===== src/design/dlf_pkg.sv =====
// shared types, codes and reset values of the delimited line framer
`default_nettype none

package dlf_pkg;

   // width of max_length and of the length counters (counters carry one more bit)
   localparam int LENGTH_WIDTH_DEFAULT = 12;

   // configuration port
   localparam int CSR_ADDR_WIDTH = 5;
   localparam int CSR_DATA_WIDTH = 32;
   localparam int REG_INDEX_WIDTH = 3;

   typedef enum logic [REG_INDEX_WIDTH-1:0] {
      REG_START_BYTE    = 3'd0,
      REG_START_ENABLE  = 3'd1,
      REG_END_BYTE      = 3'd2,
      REG_SKIP_BYTE     = 3'd3,
      REG_SKIP_ENABLE   = 3'd4,
      REG_MAX_LENGTH    = 3'd5,
      REG_TIMEOUT_TICKS = 3'd6
   } reg_index_type;

   // register reset values
   localparam logic [7:0]  START_BYTE_RESET    = 8'd36;
   localparam logic        START_ENABLE_RESET  = 1'b1;
   localparam logic [7:0]  END_BYTE_RESET      = 8'd10;
   localparam logic [7:0]  SKIP_BYTE_RESET     = 8'd13;
   localparam logic        SKIP_ENABLE_RESET   = 1'b1;
   localparam logic [31:0] MAX_LENGTH_RESET    = 32'd1000;
   localparam logic [15:0] TIMEOUT_TICKS_RESET = 16'd1000;

   localparam int TIMER_WIDTH = 16;

   // input word codes
   localparam logic FUNC_BYTE = 1'b0;
   localparam logic FUNC_TICK = 1'b1;

   // result word codes
   typedef enum logic [1:0] {
      KIND_BYTE     = 2'd0,
      KIND_END      = 2'd1,
      KIND_OVERFLOW = 2'd2,
      KIND_TIMEOUT  = 2'd3
   } kind_type;

   typedef struct packed {
      kind_type   kind;
      logic [7:0] line_byte;
      logic       last;
   } result_type;

endpackage

`default_nettype wire


===== src/design/delimited_line_framer.sv =====
// delimited line framer: per-byte line framing with apb-style control registers
// a result word is registered in the head register (or the skid register while the head waits) before it shows on rsp_
// throughput: one input word per cycle while req_ready is high, set by the per-word state update
// a two-entry result buffer keeps req_ready high while one result waits downstream
// reset (synchronous, active high) loads register defaults, returns to hunting,
// clears all counters and empties the result buffer
`default_nettype none

module delimited_line_framer #(
   parameter int LENGTH_WIDTH = dlf_pkg::LENGTH_WIDTH_DEFAULT
) (
   input  wire                                 clock,
   input  wire                                 reset,
   // input words
   input  wire                                 req_valid,
   output logic                                req_ready,
   input  wire                                 req_func,
   input  wire  [7:0]                          req_rx_byte,
   // result words
   output logic                                rsp_valid,
   input  wire                                 rsp_ready,
   output logic [1:0]                          rsp_kind,
   output logic [7:0]                          rsp_line_byte,
   output logic                                rsp_last,
   // configuration
   input  wire                                 csr_psel,
   input  wire                                 csr_penable,
   input  wire                                 csr_pwrite,
   input  wire  [dlf_pkg::CSR_ADDR_WIDTH-1:0]  csr_paddr,
   input  wire  [dlf_pkg::CSR_DATA_WIDTH-1:0]  csr_pwdata,
   output logic [dlf_pkg::CSR_DATA_WIDTH-1:0]  csr_prdata,
   output logic                                csr_pready
);

   localparam int CountWidth = LENGTH_WIDTH + 1;
   localparam int TW = dlf_pkg::TIMER_WIDTH;
   localparam int DW = dlf_pkg::CSR_DATA_WIDTH;
   localparam logic [LENGTH_WIDTH-1:0] MaxLengthReset =
      dlf_pkg::MAX_LENGTH_RESET[LENGTH_WIDTH-1:0];
   localparam logic [CountWidth-1:0] CountOne = {{(CountWidth-1){1'b0}}, 1'b1};
   localparam logic [TW-1:0] TimerOne = {{(TW-1){1'b0}}, 1'b1};

   // configuration registers
   logic [7:0]              start_byte_ff;
   logic                    start_enable_ff;
   logic [7:0]              end_byte_ff;
   logic [7:0]              skip_byte_ff;
   logic                    skip_enable_ff;
   logic [LENGTH_WIDTH-1:0] max_length_ff;
   logic [TW-1:0]           timeout_ticks_ff;

   // framer state
   logic                  in_line_ff, in_line_in;
   logic [CountWidth-1:0] raw_count_ff, raw_count_in;
   logic [CountWidth-1:0] line_length_ff, line_length_in;
   logic [TW-1:0]         idle_timer_ff, idle_timer_in;

   // result buffer: head register and skid register
   logic                 head_valid_ff, head_valid_in;
   dlf_pkg::result_type  head_ff, head_in;
   logic                 skid_valid_ff, skid_valid_in;
   dlf_pkg::result_type  skid_ff, skid_in;

   logic                    accept;
   logic                    pop;
   logic                    res_valid;
   dlf_pkg::result_type     res;
   logic                    csr_write;
   logic [dlf_pkg::REG_INDEX_WIDTH-1:0] csr_index;
   logic [CountWidth-1:0]   max_ext;
   logic [CountWidth-1:0]   raw_eff;
   logic [CountWidth-1:0]   len_eff;
   logic [CountWidth-1:0]   raw_plus;

   assign csr_pready = 1'b1;
   assign csr_write  = csr_psel & csr_penable & csr_pwrite & csr_pready;
   assign csr_index  = csr_paddr[dlf_pkg::CSR_ADDR_WIDTH-1:2];

   assign req_ready = ~skid_valid_ff;
   assign accept    = req_valid & req_ready;
   assign pop       = head_valid_ff & rsp_ready;

   assign rsp_valid     = head_valid_ff;
   assign rsp_kind      = head_ff.kind;
   assign rsp_line_byte = head_ff.line_byte;
   assign rsp_last      = head_ff.last;

   assign max_ext = {1'b0, max_length_ff};

   // register read
   always_comb begin
      csr_prdata = '0;
      case (csr_index)
         dlf_pkg::REG_START_BYTE:    csr_prdata = {{(DW-8){1'b0}}, start_byte_ff};
         dlf_pkg::REG_START_ENABLE:  csr_prdata = {{(DW-1){1'b0}}, start_enable_ff};
         dlf_pkg::REG_END_BYTE:      csr_prdata = {{(DW-8){1'b0}}, end_byte_ff};
         dlf_pkg::REG_SKIP_BYTE:     csr_prdata = {{(DW-8){1'b0}}, skip_byte_ff};
         dlf_pkg::REG_SKIP_ENABLE:   csr_prdata = {{(DW-1){1'b0}}, skip_enable_ff};
         dlf_pkg::REG_MAX_LENGTH:
            csr_prdata = {{(DW-LENGTH_WIDTH){1'b0}}, max_length_ff};
         dlf_pkg::REG_TIMEOUT_TICKS: csr_prdata = {{(DW-TW){1'b0}}, timeout_ticks_ff};
         default:                    csr_prdata = '0;
      endcase
   end

   // per-word framing step
   always_comb begin
      in_line_in     = in_line_ff;
      raw_count_in   = raw_count_ff;
      line_length_in = line_length_ff;
      idle_timer_in  = idle_timer_ff;
      res_valid      = 1'b0;
      res.kind       = dlf_pkg::KIND_BYTE;
      res.line_byte  = 8'd0;
      res.last       = 1'b0;
      raw_eff        = in_line_ff ? raw_count_ff : '0;
      len_eff        = in_line_ff ? line_length_ff : '0;
      raw_plus       = '0;

      if (accept) begin
         if (req_func == dlf_pkg::FUNC_TICK) begin
            if (in_line_ff && (idle_timer_ff != '0)) begin
               idle_timer_in = idle_timer_ff - TimerOne;
               if (idle_timer_ff == TimerOne) begin
                  in_line_in     = 1'b0;
                  raw_count_in   = '0;
                  line_length_in = '0;
                  idle_timer_in  = '0;
                  res_valid      = 1'b1;
                  res.kind       = dlf_pkg::KIND_TIMEOUT;
                  res.last       = 1'b1;
               end
            end
         end else if (!in_line_ff && start_enable_ff) begin
            // hunting for the start byte, everything else is noise
            if (req_rx_byte == start_byte_ff) begin
               in_line_in     = 1'b1;
               raw_count_in   = '0;
               line_length_in = '0;
               idle_timer_in  = timeout_ticks_ff;
            end else begin
               raw_plus = raw_count_ff + CountOne;
               if (raw_plus > max_ext) begin
                  raw_count_in = '0;
                  res_valid    = 1'b1;
                  res.kind     = dlf_pkg::KIND_OVERFLOW;
               end else begin
                  raw_count_in = raw_plus;
               end
            end
         end else begin
            // inside a line, or a line opened by this very byte
            in_line_in    = 1'b1;
            idle_timer_in = timeout_ticks_ff;
            raw_plus      = raw_eff + CountOne;
            if (req_rx_byte == end_byte_ff) begin
               in_line_in     = 1'b0;
               raw_count_in   = '0;
               line_length_in = '0;
               idle_timer_in  = '0;
               res_valid      = 1'b1;
               res.kind       = (len_eff > max_ext) ? dlf_pkg::KIND_OVERFLOW
                                                    : dlf_pkg::KIND_END;
               res.last       = 1'b1;
            end else if (raw_plus > max_ext) begin
               in_line_in     = 1'b0;
               raw_count_in   = '0;
               line_length_in = '0;
               idle_timer_in  = '0;
               res_valid      = 1'b1;
               res.kind       = dlf_pkg::KIND_OVERFLOW;
               res.last       = 1'b1;
            end else begin
               raw_count_in   = raw_plus;
               line_length_in = len_eff;
               if (!(skip_enable_ff && (req_rx_byte == skip_byte_ff))) begin
                  line_length_in = len_eff + CountOne;
                  res_valid      = 1'b1;
                  res.line_byte  = req_rx_byte;
               end
            end
         end
      end
   end

   // two-entry result buffer; a push never meets a full skid register
   always_comb begin
      head_valid_in = head_valid_ff;
      head_in       = head_ff;
      skid_valid_in = skid_valid_ff;
      skid_in       = skid_ff;
      if (pop) begin
         if (skid_valid_ff) begin
            head_in       = skid_ff;
            skid_valid_in = 1'b0;
         end else begin
            head_valid_in = res_valid;
            head_in       = res;
         end
      end else if (res_valid) begin
         if (!head_valid_ff) begin
            head_valid_in = 1'b1;
            head_in       = res;
         end else begin
            skid_valid_in = 1'b1;
            skid_in       = res;
         end
      end
   end

   always_ff @(posedge clock) begin
      if (reset) begin
         start_byte_ff    <= dlf_pkg::START_BYTE_RESET;
         start_enable_ff  <= dlf_pkg::START_ENABLE_RESET;
         end_byte_ff      <= dlf_pkg::END_BYTE_RESET;
         skip_byte_ff     <= dlf_pkg::SKIP_BYTE_RESET;
         skip_enable_ff   <= dlf_pkg::SKIP_ENABLE_RESET;
         max_length_ff    <= MaxLengthReset;
         timeout_ticks_ff <= dlf_pkg::TIMEOUT_TICKS_RESET;
      end else if (csr_write) begin
         case (csr_index)
            dlf_pkg::REG_START_BYTE:    start_byte_ff    <= csr_pwdata[7:0];
            dlf_pkg::REG_START_ENABLE:  start_enable_ff  <= csr_pwdata[0];
            dlf_pkg::REG_END_BYTE:      end_byte_ff      <= csr_pwdata[7:0];
            dlf_pkg::REG_SKIP_BYTE:     skip_byte_ff     <= csr_pwdata[7:0];
            dlf_pkg::REG_SKIP_ENABLE:   skip_enable_ff   <= csr_pwdata[0];
            dlf_pkg::REG_MAX_LENGTH:    max_length_ff    <= csr_pwdata[LENGTH_WIDTH-1:0];
            dlf_pkg::REG_TIMEOUT_TICKS: timeout_ticks_ff <= csr_pwdata[TW-1:0];
            default: ;
         endcase
      end
   end

   always_ff @(posedge clock) begin
      if (reset) begin
         in_line_ff     <= 1'b0;
         raw_count_ff   <= '0;
         line_length_ff <= '0;
         idle_timer_ff  <= '0;
         head_valid_ff  <= 1'b0;
         skid_valid_ff  <= 1'b0;
      end else begin
         in_line_ff     <= in_line_in;
         raw_count_ff   <= raw_count_in;
         line_length_ff <= line_length_in;
         idle_timer_ff  <= idle_timer_in;
         head_valid_ff  <= head_valid_in;
         skid_valid_ff  <= skid_valid_in;
      end
   end

   // result payload, no reset needed
   always_ff @(posedge clock) begin
      head_ff <= head_in;
      skid_ff <= skid_in;
   end

endmodule

`default_nettype wire

===== config.mk =====
export PLATFORM = sky130hd
export DESIGN_NAME = delimited_line_framer
export DESIGN_NICKNAME = d
export VERILOG_FILES = /design/src/design/dlf_pkg.sv /design/src/design/delimited_line_framer.sv
export SDC_FILE = /design/constraint.sdc
export NUM_CORES = 1
export LEC_CHECK = 0
export ABC_AREA = 0
export ABC_CLOCK_PERIOD_IN_PS = 5750
export BUFFER_PORTS_ARGS = -buffer_cell sky130_fd_sc_hd__clkbuf_2
export CAP_MARGIN = 10
export CORE_MARGIN = 3
export CORE_UTILIZATION = 59
export CTS_CLUSTER_DIAMETER = 40
export DETAILED_ROUTE_END_ITERATION = 10
export GPL_TIMING_DRIVEN = 0
export PLACE_DENSITY = 0.87
export SYNTH_ARGS = -nofsm -noshare
export SYNTH_HDL_FRONTEND = slang
export SYNTH_SLANG_ARGS = --single-unit

===== constraint.sdc =====
create_clock -name clock -period 5.75 [get_ports clock]
set_input_delay 1.15 -clock clock [delete_from_list [all_inputs] [get_ports clock]]
set_output_delay 1.15 -clock clock [all_outputs]
set_load 0.02 [all_outputs]

== After elaboration in Yosys (flattened, before gate mapping) ==
Index checks and enable logic that the tools add are counted.
Widths: inputs -> output; s select.
Cells by class
  add/subtract/negate cells: 4
  order comparisons: 3
  eq/ne operators: 15
  muxes and demuxes: 66
  bitwise operators: 6
  reductions and logical operators: 22
Operators with widths (count)
  $mux 13: 16
  $mux 16: 7
  $pmux 16 s7: 1
  $mux 11: 5
  $add 13x1->13 const B: 3
  $gt 13x12->1: 3
  $mux 8: 4
  $eq 8x8->1: 3
  $mux 1: 23
  $reduce_and 2->1: 10
  $mux 2: 9
  $eq 16x1->1 const B: 1
  $reduce_bool 16->1: 1
  $sub 16x1->16 const B: 1
  $eq 3x3->1 const B: 3
  $mux 9: 1
  $reduce_and 3->1: 3
  $eq 3x2->1 const B: 2
  $ne 2x1->1 const B: 3
  $and 1x1->1: 4
  $reduce_and 4->1: 1
  $eq 3x1->1 const B: 1
  $logic_and 1x1->1: 3
  $logic_not 3->1: 1
  other kinds (6): 7
Word-level totals
  register bits after elaboration: 121
  bits of input ports: 53
  word-level logic and storage cells: 135

== Depth between registers and ports, before layout ==
Gate-level depths: netlist of the first run.
  word-level depth: 11
  gate-level depth with buffers: 19
  mapped depth without buffers: 15

== Worst setup path after synthesis of the first run ==
No wires, ideal clock.
  kind: register to register
  start: register in_line_ff
  end: register head_ff, in the netlist rsp_line_byte[6] (data pin)
  library setup time: 0.132 ns
  data arrival time: 4.103 ns
  required time: 5.618 ns
  slack: 1.515 ns
  stages on the path, launching flop included: 20
  path buffers: 4
  clock period less this slack: 4.235 ns
  path through: dfxtp_1 clkbuf_1 clkbuf_1 clkbuf_1 and2_1 ha_1 nand3_1 nor2_1 nand3_1 xnor2_1 and2_1 ha_1 a21o_1 a21oi_1 nand2_1 o31ai_1 nand2_1 nor4_2 clkbuf_1 a22o_1
RTL lines
  start: declaration: line delimited_line_framer.sv:53  | logic in_line_ff, in_line_in;
  start signal: assignment: line delimited_line_framer.sv:243  | in_line_ff <= in_line_in;
  end signal: assignment: line delimited_line_framer.sv:254  | head_ff <= head_in;
  end: declaration: line delimited_line_framer.sv:60  | dlf_pkg::result_type head_ff, head_in;

==> reports/metrics.csv, run 1 <==
metric,value,unit
syn-mean-instance-area,8.36,sq um
yosys.area.top_type,dfxtp_1,
clkTransAtPathRegs,0.06,ns
multi_input_area,4500,sq um
cts_inserted_buffers,17,
min_to,line_length_ff[12]$_SDFFE_PP0P_,
cp_common_cell,clkbuf_1,
cts.hold.buffers_added,0,
arrival,5.70,ns
dieWidth,119,um
yosysSeqAreaShare,35.4,%
r2r_end,rsp_line_byte[7]$_DFFE_PP_,
area_growth,16.2,%
die_h,119,um
port_buffers,62,
hp-class,reg2reg,
synth-main-ff-cell,dfxtp_1,
fin_nets,1084,
cts_tree,yes,
min-delay-start,line_length_ff[12]$_SDFFE_PP0P_,
cts_setup_buffers,0,
maxCapViolCount,0,
ir_worst_vdd,0.271,mV
ys_top_cells_by_area,"dfxtp_1, edfxtp_1, ha_1",
num-fill-cells,954,
min_period,5.41,ns
critPathBufInv,4,
syn_inst,894,
path_cells,clkbuf_1 -> clkbuf_2 -> clkbuf_1 -> and2_1 -> ha_1 -> nand3_1 -> nor2_1 -> nand3_1 -> xnor2_1 -> and2_1 -> ha_1 -> a21o_1 -> a21oi_1 -> nand2_1 -> o31ai_2 -> nand2_1 -> nor4_4 -> clkbuf_1 -> a22o_1,
skew,0.00752,ns
worst_pin_slew,1.15,ns
maxSlewViolCount,0,
outcome,finished with violations,
clk_path_buf_depth,2,
grt_pass1_wl,36.2,mm
dieArea,14000,sq um
vias,7523,
cp_slowest_stage_delay,0.45,ns
antennaDiodeCount,0,
synth_edf_count,22,
fin_setup_tns,0,ns
routed_wl,22.6,mm
yosysTopAreaCellShare,26.5,%
intPower,1.64,mW
start_util,61.2,%
power_frac_seq,39.6,%
finalHoldViolations,0,
core-area,12200,sq um
p_per_area,257,nW/um^2
wl_per_cell,19.3,um
synthArstFlopShare,0,%
antenna_found_initial,0,
critPathMaxFanout,10,
drt_iter0_markers,872,
slowest_stage,o31ai_2,
viasPerCell,6.42,
hpwl,16.3,mm
report.power.total,2.23,mW
cts.sinks,121,
grt_max_degree,17,
synth_area,7470,sq um
grt-ovfl-total,0,
crit_family,simple AND/OR/NAND/NOR gates,
clk_latency,0.42,ns
violations,design-rule violations,
p_switching,0.594,mW
path_class,reg2reg,
rrSetupSlack,0.34,ns
synth_warnings,0,
first_pass_iters,11,
whs_path_depth,1,
rr_startpoint,in_line_ff$_SDFFE_PP0P_,
p_comb_share,11.2,%
endpoint_kind,flop,
crit_path_start,in_line_ff$_SDFFE_PP0P_,
cts-root-buf,clkbuf_16,
maxSlewHeadroom,23.0,%
ant_nets,0,
startpoint_type,flop,
cp.required,6.04,ns
ys_seq_elements,121,
sw_frac_of_total,26.6,%
yosysUniqueCellTypes,68,
gr-usage-all-layers,32.1,%
drc_errors,1,
p_leak,3.67,nW
reg2reg_depth,19,
setup_viol,0,
drive_gt1_share,13.0,%
layout_common_cells,"nand2_1, dfxtp_1, nor2_1",
cts_resized,0,
fin_util,71.1,%
seqCellArea,2640,sq um
row_count,40,
max_freq,185,MHz
place_congestion,0.992,
p_clk_share,49.2,%
io_pins,99,
timing.final.crit_share,94.1,%
htree_levels,4,
grt_pass1_vias,7049,
[flip-flops by register name (all words and copies together) (netlist names), 11 cells and up]
| register | count |
|---|---|
| raw_count_ff | 13 |
| timeout_ticks_ff | 16 |
| idle_timer_ff | 16 |
| line_length_ff | 13 |
| max_length_ff | 12 |
| skid_ff | 11 |
[cell usage after synthesis, drive strengths merged (2+ instances only)]
| cell type | number |
|---|---|
| a32o | 8 |
| a211oi | 15 |
| or4 | 6 |
| nor4 | 12 |
| nor3b | 3 |
| xnor2 | 25 |
| a221oi | 4 |
| nor2b | 11 |
| inv | 30 |
| nand4 | 13 |
| ha | 41 |
| edfxtp | 22 |
| conb | 2 |
| buf | 23 |
| o31ai | 7 |
| nor4b | 3 |
| mux2i | 41 |
| and2 | 23 |
| and3 | 17 |
| nand3 | 33 |
| o21ai | 50 |
| a22o | 8 |
| or3 | 6 |
| a211o | 3 |
| a31oi | 6 |
| o2bb2ai | 2 |
| nand2b | 4 |
| o22ai | 2 |
| nor2 | 82 |
| a22oi | 15 |
| o211ai | 12 |
| clkbuf | 38 |
| nand2 | 99 |
| a311oi | 2 |
| xor2 | 19 |
| a41oi | 2 |
| nor3 | 23 |
| a32oi | 4 |
| a21oi | 56 |
| a21o | 5 |
| or2 | 3 |
| dfxtp | 99 |
| and4 | 2 |
[stage by stage]
step                      worst slack (ns)  hold slack, ns  cells  cell area (sq um)
final                                0.341           0.466   1171               8680
after global routing              -0.00383           0.487   1171               8680
after CTS                           0.0146           0.471   1171               8660
after detailed placement             0.102           0.458   1139               8050
after global placement               0.162           0.456   1139               8050
after floorplan                       1.51           0.441    909               7530
[cell type report]
class | count | share of cell area [%]
buffer | 61 | 3.47
clock buffer | 18 | 4.94
clock inverter | 14 | 2.00
inverter | 30 | 1.30
multi-input combinational | 697 | 51.8
sequential | 121 | 30.4
tap | 168 | 2.42
timing repair buffer | 62 | 3.58
[cell families after synthesis]
logic type,after synthesis,share of synthesized area (%)
flops,121,35.4
mux,43,5.95
compound gates,211,18.9
simple gates,341,22.2
other cells,2,0.101
buf+inv,91,5.53
fa+ha+maj,41,6.87
xor+xnor,44,5.16
[routing by layer]
| metal | share of wire [%] | track usage, % | wire [um] |
|---|---|---|---|
| met4 | 2.9 | 14.3 | 645 |
| met3 | 11 | 6.89 | 2510 |
| met2 | 46 | 50.5 | 10400 |
| met5 | 0 | 0 | 0 |
| met1 | 40 | 42.5 | 9060 |
[power by group through the flow]
stage | sequential, mW | combinational, mW | clock, mW
2_1_floorplan | 0.905 | 0.157 | 0
6_report | 0.885 | 0.251 | 1.10
4_1_cts | 0.884 | 0.242 | 1.10
3_5_place_dp | 0.902 | 0.240 | 0
5_1_grt | 0.886 | 0.271 | 1.13
3_3_place_gp | 0.902 | 0.235 | 0
[how the worst max path moves through the flow]
stage	to	cells past startpoint
2_1_floorplan	rsp_line_byte[6]$_DFFE_PP_	19
3_3_place_gp	rsp_line_byte[6]$_DFFE_PP_	19
3_5_place_dp	rsp_line_byte[7]$_DFFE_PP_	19
4_1_cts	rsp_line_byte[7]$_DFFE_PP_	19
5_1_grt	skid_ff[9]$_DFFE_PP_	18
6_report	rsp_line_byte[7]$_DFFE_PP_	19
Power figures use the tool's default switching activity.
==> inputs of run 2 (changes only) <==
--- a/config.mk
+++ b/config.mk
@@ -15,6 +15,7 @@
 export DETAILED_ROUTE_END_ITERATION = 10
 export GPL_TIMING_DRIVEN = 0
 export PLACE_DENSITY = 0.87
+export RECOVER_POWER = 100
 export SYNTH_ARGS = -nofsm -noshare
 export SYNTH_HDL_FRONTEND = slang
 export SYNTH_SLANG_ARGS = --single-unit
==> reports/metrics.csv, run 2 (synthesized netlist as in run 1, its figures left out) <==
metric,value,unit,change
outcome,finished with violations,,unchanged
violations,"max-capacitance violations, max-slew violations",,was design-rule violations
multi_input_area,4470,sq um,was 4500 sq um
critPathMaxFanout,11,,was 10
arrival,5.42,ns,was 5.70 ns
grt-ovfl-total,0,,unchanged
area_growth,15.3,%,was 16.2%
gr-usage-all-layers,32.1,%,unchanged
setup_ws,0.375,ns,was 0.341 ns
top_regs,"idle_timer_ff x16, timeout_ticks_ff x16",,unchanged
whs_path_depth,1,,unchanged
timing.final.crit_share,93.5,%,was 94.1%
drive_gt1_share,9.67,%,was 13.0%
rr_startpoint,in_line_ff$_SDFFE_PP0P_,,unchanged
wl_per_cell,19.3,um,about the same
path_cells,clkbuf_1 -> clkbuf_2 -> clkbuf_1 -> and2_1 -> ha_1 -> nand3_1 -> nor2_1 -> nand3_1 -> xnor2_1 -> and2_1 -> ha_1 -> and3_1 -> a211oi_1 -> a41oi_1 -> o31ai_2 -> a31oi_1 -> o311ai_1 -> nor2_1,,was clkbuf_1 -> clkbuf_2 -> clkbuf_1 -> and2_1 -> ha_1 -> nand3_1 -> nor2_1 -> nand3_1 -> xnor2_1 -> and2_1 -> ha_1 -> a21o_1 -> a21oi_1 -> nand2_1 -> o31ai_2 -> nand2_1 -> nor4_4 -> clkbuf_1 -> a22o_1
drt_iter0_markers,785,,was 872
routed_wl,22.6,mm,about the same
critPathBufInv,3,,was 4
postPlaceCellArea,8050,sq um,unchanged
cts.hold.buffers_added,0,,unchanged
core-area,12200,sq um,unchanged
clk_latency,0.42,ns,about the same
cts_inserted_buffers,17,,unchanged
max_freq,186,MHz,was 185 MHz
maxSlewViolCount,9,,was 0
layout_common_cells,"nand2_1, dfxtp_1, nor2_1",,unchanged
clk_path_buf_depth,2,,unchanged
min_to,line_length_ff[12]$_SDFFE_PP0P_,,unchanged
row_count,40,,unchanged
setup_viol,0,,unchanged
skew,0.00852,ns,was 0.00752 ns
maxSlewHeadroom,-3.85,%,was 23.0%
clkTransAtPathRegs,0.06,ns,about the same
report.power.total,2.23,mW,about the same
p_per_area,259,nW/um^2,was 257 nW/um^2
crit_family,simple AND/OR/NAND/NOR gates,,unchanged
cts.sinks,121,,unchanged
grt_use_met1,42.5,%,unchanged
place_congestion,0.992,,unchanged
die_h,119,um,unchanged
use_met2,50.5,%,unchanged
vias,7499,,was 7523
dieArea,14000,sq um,unchanged
gr-max-usage-layer,met2,,unchanged
cts_setup_buffers,0,,unchanged
htree_levels,4,,unchanged
drc_errors,0,,was 1
min_period,5.37,ns,was 5.41 ns
dp_worst_setup_slack,0.102,ns,unchanged
viasPerCell,6.40,,was 6.42
cts_resized,0,,unchanged
cts-root-buf,clkbuf_16,,unchanged
r2r_end,skid_ff[9]$_DFFE_PP_,,was rsp_line_byte[7]$_DFFE_PP_
met3_usage,6.89,%,unchanged
fin_setup_tns,0,ns,unchanged
grt_pass1_wl,36.2,mm,unchanged
final_cell_area,8610,sq um,was 8680 sq um
hpwl,16.3,mm,unchanged
reg2reg_depth,18,,was 19
seqCellArea,2640,sq um,unchanged
fin_nets,1084,,unchanged
ant_nets,0,,unchanged
startpoint_type,flop,,unchanged
port_buffers,62,,unchanged
first_pass_iters,6,,was 11
cts_tree,yes,,unchanged
cp.required,5.79,ns,was 6.04 ns
maxCapViolCount,1,,was 0
num-fill-cells,971,,was 954
antennaDiodeCount,0,,unchanged
hp-class,reg2reg,,unchanged
finalHoldViolations,0,,unchanged
rrSetupSlack,0.38,ns,was 0.34 ns
grt_pass1_vias,7049,,unchanged
dieWidth,119,um,unchanged
worst_pin_slew,1.55,ns,was 1.15 ns
start_util,61.2,%,unchanged
min-delay-start,line_length_ff[12]$_SDFFE_PP0P_,,unchanged
slowest_stage,nor2_1,,was o31ai_2
antenna_found_initial,0,,unchanged
p_leak,3.56,nW,was 3.67 nW
cp_slowest_stage_delay,0.72,ns,was 0.45 ns
ir_worst_vdd,0.269,mV,was 0.271 mV
io_pins,99,,unchanged
path_class,reg2reg,,unchanged
grt_max_degree,17,,unchanged
endpoint_kind,flop,,unchanged
[run 2: how the worst max path moves through the flow]
stage / start / end / slack, ns / cells after the start
final: in_line_ff$_SDFFE_PP0P_ / skid_ff[9]$_DFFE_PP_ / 0.38 / 18
after global routing: in_line_ff$_SDFFE_PP0P_ / skid_ff[9]$_DFFE_PP_ / -0.004 / 18
after CTS: in_line_ff$_SDFFE_PP0P_ / rsp_line_byte[7]$_DFFE_PP_ / 0.01 / 19
after detailed placement: in_line_ff$_SDFFE_PP0P_ / rsp_line_byte[7]$_DFFE_PP_ / 0.10 / 19
after global placement: in_line_ff$_SDFFE_PP0P_ / rsp_line_byte[6]$_DFFE_PP_ / 0.16 / 19
after floorplan: in_line_ff$_SDFFE_PP0P_ / rsp_line_byte[6]$_DFFE_PP_ / 1.51 / 19
[run 2: per-stage QoR]
step	instances	hold WS [ns]	util, %
6_report	1171	0.466	70.5
5_1_grt	1171	0.487	70.5
4_1_cts	1171	0.471	70.9
3_5_place_dp	1139	0.458	65.9
3_3_place_gp	1139	0.456	65.9
2_1_floorplan	909	0.441	-
[run 2: final cells by class]
class / instances / share of cell area [%]
clock inverters: 14 / 2.02
repair buffers: 62 / 3.17
inverters: 30 / 1.31
flip-flops and latches: 121 / 30.7
well taps: 168 / 2.44
multi-input cells: 697 / 51.9
clock buffers: 18 / 4.98
plain buffers: 61 / 3.50
[run 2: per-layer routing]
metal  vias up  part of all wire, %
met5         -                    0
met4         0                  3.1
met3        70                   11
met2       504                   46
met1      3498                   40
li1       3427                    -
[run 2: where the power goes]
group	switching [mW]	total, mW	internal [mW]	leakage (nW)
sequential	0.0101	0.885	0.875	1.02
combinational	0.167	0.246	0.0794	2.27
clock	0.415	1.10	0.683	0.273
total	0.592	2.23	1.64	3.56
==> inputs of run 3 (changes only) <==
--- a/config.mk
+++ b/config.mk
@@ -6,15 +6,16 @@
 export NUM_CORES = 1
 export LEC_CHECK = 0
 export ABC_AREA = 0
-export ABC_CLOCK_PERIOD_IN_PS = 5750
+export ABC_CLOCK_PERIOD_IN_PS = 5000
 export BUFFER_PORTS_ARGS = -buffer_cell sky130_fd_sc_hd__clkbuf_2
 export CAP_MARGIN = 10
 export CORE_MARGIN = 3
-export CORE_UTILIZATION = 59
+export CORE_UTILIZATION = 60
+export CTS_BUF_LIST = sky130_fd_sc_hd__clkbuf_8
 export CTS_CLUSTER_DIAMETER = 40
 export DETAILED_ROUTE_END_ITERATION = 10
 export GPL_TIMING_DRIVEN = 0
-export PLACE_DENSITY = 0.87
+export PLACE_DENSITY = 0.89
 export RECOVER_POWER = 100
 export SYNTH_ARGS = -nofsm -noshare
 export SYNTH_HDL_FRONTEND = slang
==> constraint.sdc (replaced) <==
create_clock -name clock -period 5 [get_ports clock]
set_input_delay 1 -clock clock [delete_from_list [all_inputs] [get_ports clock]]
set_output_delay 1 -clock clock [all_outputs]
set_load 0.02 [all_outputs]
==> reports/metrics.csv, run 3 (synthesized netlist as in run 1, its figures left out) <==
metric,value,unit,change
path_cells,clkbuf_4 -> and2_1 -> ha_1 -> nand3_1 -> nor2_1 -> nand3_1 -> xnor2_1 -> and2_1 -> ha_1 -> a21o_1 -> a21oi_1 -> nand2_1 -> o31ai_4 -> nand2_1 -> nor4_4 -> clkbuf_2 -> a22o_1,,was clkbuf_1 -> clkbuf_2 -> clkbuf_1 -> and2_1 -> ha_1 -> nand3_1 -> nor2_1 -> nand3_1 -> xnor2_1 -> and2_1 -> ha_1 -> and3_1 -> a211oi_1 -> a41oi_1 -> o31ai_2 -> a31oi_1 -> o311ai_1 -> nor2_1
dr_wl_met2,10.3,mm,about the same
core-area,12100,sq um,was 12200 sq um
cts.sinks,121,,unchanged
area_growth,13.5,%,was 15.3%
grt_pass1_wl,36.1,mm,was 36.2 mm
maxCapViolCount,1,,unchanged
ant_nets,0,,unchanged
cp_slowest_stage_delay,0.56,ns,was 0.72 ns
dp_worst_setup_slack,-0.658,ns,was 0.102 ns
top_regs,"idle_timer_ff x16, timeout_ticks_ff x16",,unchanged
drc_errors,0,,unchanged
cts_tree,yes,,unchanged
setup_viol,0,,unchanged
viasPerCell,6.46,,was 6.40
first_pass_iters,9,,was 6
antennaDiodeCount,0,,unchanged
setup_ws,0.155,ns,was 0.375 ns
dieArea,13800,sq um,was 14000 sq um
hpwl,16.2,mm,was 16.3 mm
finalHoldViolations,0,,unchanged
skew,0.0157,ns,was 0.00852 ns
cts.hold.buffers_added,0,,unchanged
routed.top_layer,met4,,unchanged
io_pins,99,,unchanged
grt_max_degree,20,,was 17
cts_inserted_buffers,17,,unchanged
dieWidth,118,um,was 119 um
path_class,reg2reg,,unchanged
worst_pin_slew,1.58,ns,was 1.55 ns
fin_setup_tns,0,ns,unchanged
clk_latency,0.47,ns,was 0.42 ns
p_leak,3.53,nW,was 3.56 nW
postPlaceCellArea,8050,sq um,unchanged
port_buffers,62,,unchanged
cp.required,5.32,ns,was 5.79 ns
place_congestion,0.977,,was 0.992
max_freq,206,MHz,was 186 MHz
antenna_found_initial,0,,unchanged
timing.final.crit_share,96.9,%,was 93.5%
drive_gt1_share,10.2,%,was 9.67%
htree_levels,4,,unchanged
start_util,61.7,%,was 61.2%
stdcell_count,1171,,unchanged
row_count,40,,unchanged
endpoint_kind,flop,,unchanged
wl_met3,2.48,mm,was 2.50 mm
arrival,5.17,ns,was 5.42 ns
grt-ovfl-total,0,,unchanged
grt_pass1_vias,7136,,was 7049
layout_common_cells,"nand2_1, dfxtp_1, nor2_1",,unchanged
report.power.total,2.27,mW,was 2.23 mW
cts-root-buf,clkbuf_8,,was clkbuf_16
maxSlewHeadroom,-6.19,%,was -3.85%
routed_wl,22.8,mm,was 22.6 mm
final_cell_area,8480,sq um,was 8610 sq um
ir_worst_vdd,0.213,mV,was 0.269 mV
slowest_stage,dfxtp_1,,was nor2_1
startpoint_type,flop,,unchanged
drt_iter0_markers,945,,was 785
violations,"max-capacitance violations, max-slew violations",,unchanged
place_inst,1139,,unchanged
rr_startpoint,in_line_ff$_SDFFE_PP0P_,,unchanged
min-delay-start,line_length_ff[12]$_SDFFE_PP0P_,,unchanged
fin_nets,1084,,unchanged
min_period,4.85,ns,was 5.37 ns
outcome,finished with violations,,unchanged
m1WireLength,8.85,mm,was 9.09 mm
wl_per_cell,19.5,um,was 19.3 um
critPathMaxFanout,19,,was 11
clkTransAtPathRegs,0.08,ns,was 0.06 ns
die_h,118,um,was 119 um
gr-usage-all-layers,32.2,%,was 32.1%
vias,7564,,was 7499
hp-class,reg2reg,,unchanged
clk_path_buf_depth,2,,unchanged
maxSlewViolCount,9,,unchanged
p_per_area,268,nW/um^2,was 259 nW/um^2
crit_path_start,in_line_ff$_SDFFE_PP0P_,,unchanged
run 3: report_power, final:
part           internal, mW  leakage (nW)  switching [mW]  total, mW
logic                0.0926          2.28           0.190      0.282
clock network         0.546         0.230           0.423      0.969
registers              1.00          1.02          0.0137       1.02
total                  1.64          3.53           0.626       2.27
run 3: per-layer routing:
metal  global-route usage, %  vias to the layer above
met5                       0                        -
li1                        -                     3409
met1                    41.1                     3482
met4                    18.1                        0
met3                    8.12                      128
met2                    49.9                      545
run 3: final cells by class:
| type | count | area (sq um) |
|---|---|---|
| buffer | 59 | 298 |
| clock buffer | 21 | 289 |
| clock inverter | 11 | 141 |
| fill | 958 | 3630 |
| inverter | 30 | 113 |
| multi-input combinational | 697 | 4500 |
| sequential | 121 | 2640 |
| tap | 168 | 210 |
| timing repair buffer | 64 | 287 |
run 3: critical path, delay by kind of cell (launching register included):
| family | cells | cell delay (ns) |
|---|---|---|
| adders and majority gates | 2 | 0.47 |
| and+or+nand+nor | 8 | 1.92 |
| AOI/OAI and AO/OA | 4 | 0.93 |
| DFF | 1 | 0.56 |
| buffers and inverters | 2 | 0.64 |
| xor gates and xnor gates | 1 | 0.16 |
run 3: what timing repair did:
action / in CTS / in global routing
endpoints found under the hold margin: 0 / 0
resized for setup: 6 / 5
setup buffers: 0 / 2
cloned: 0 / 0
endpoints found under the setup margin: 77 / 44
pin swaps: 0 / 1
run 3: worst paths after layout:
path	slack, ns	cells after the start	to
worst max-delay path	0.15	17	rsp_line_byte[6]$_DFFE_PP_
worst min-delay path	0.48	1	line_length_ff[12]$_SDFFE_PP0P_
worst max register to register	0.15	17	rsp_line_byte[6]$_DFFE_PP_
worst min register to register	0.48	1	line_length_ff[12]$_SDFFE_PP0P_
run 3: stage by stage:
stage                     hold slack [ns]  utilization [%]
after floorplan                     0.441                -
after global placement              0.451             66.4
after detailed placement            0.462             66.5
after CTS                           0.477             70.2
after global routing                0.491             70.0
final                               0.475             70.0
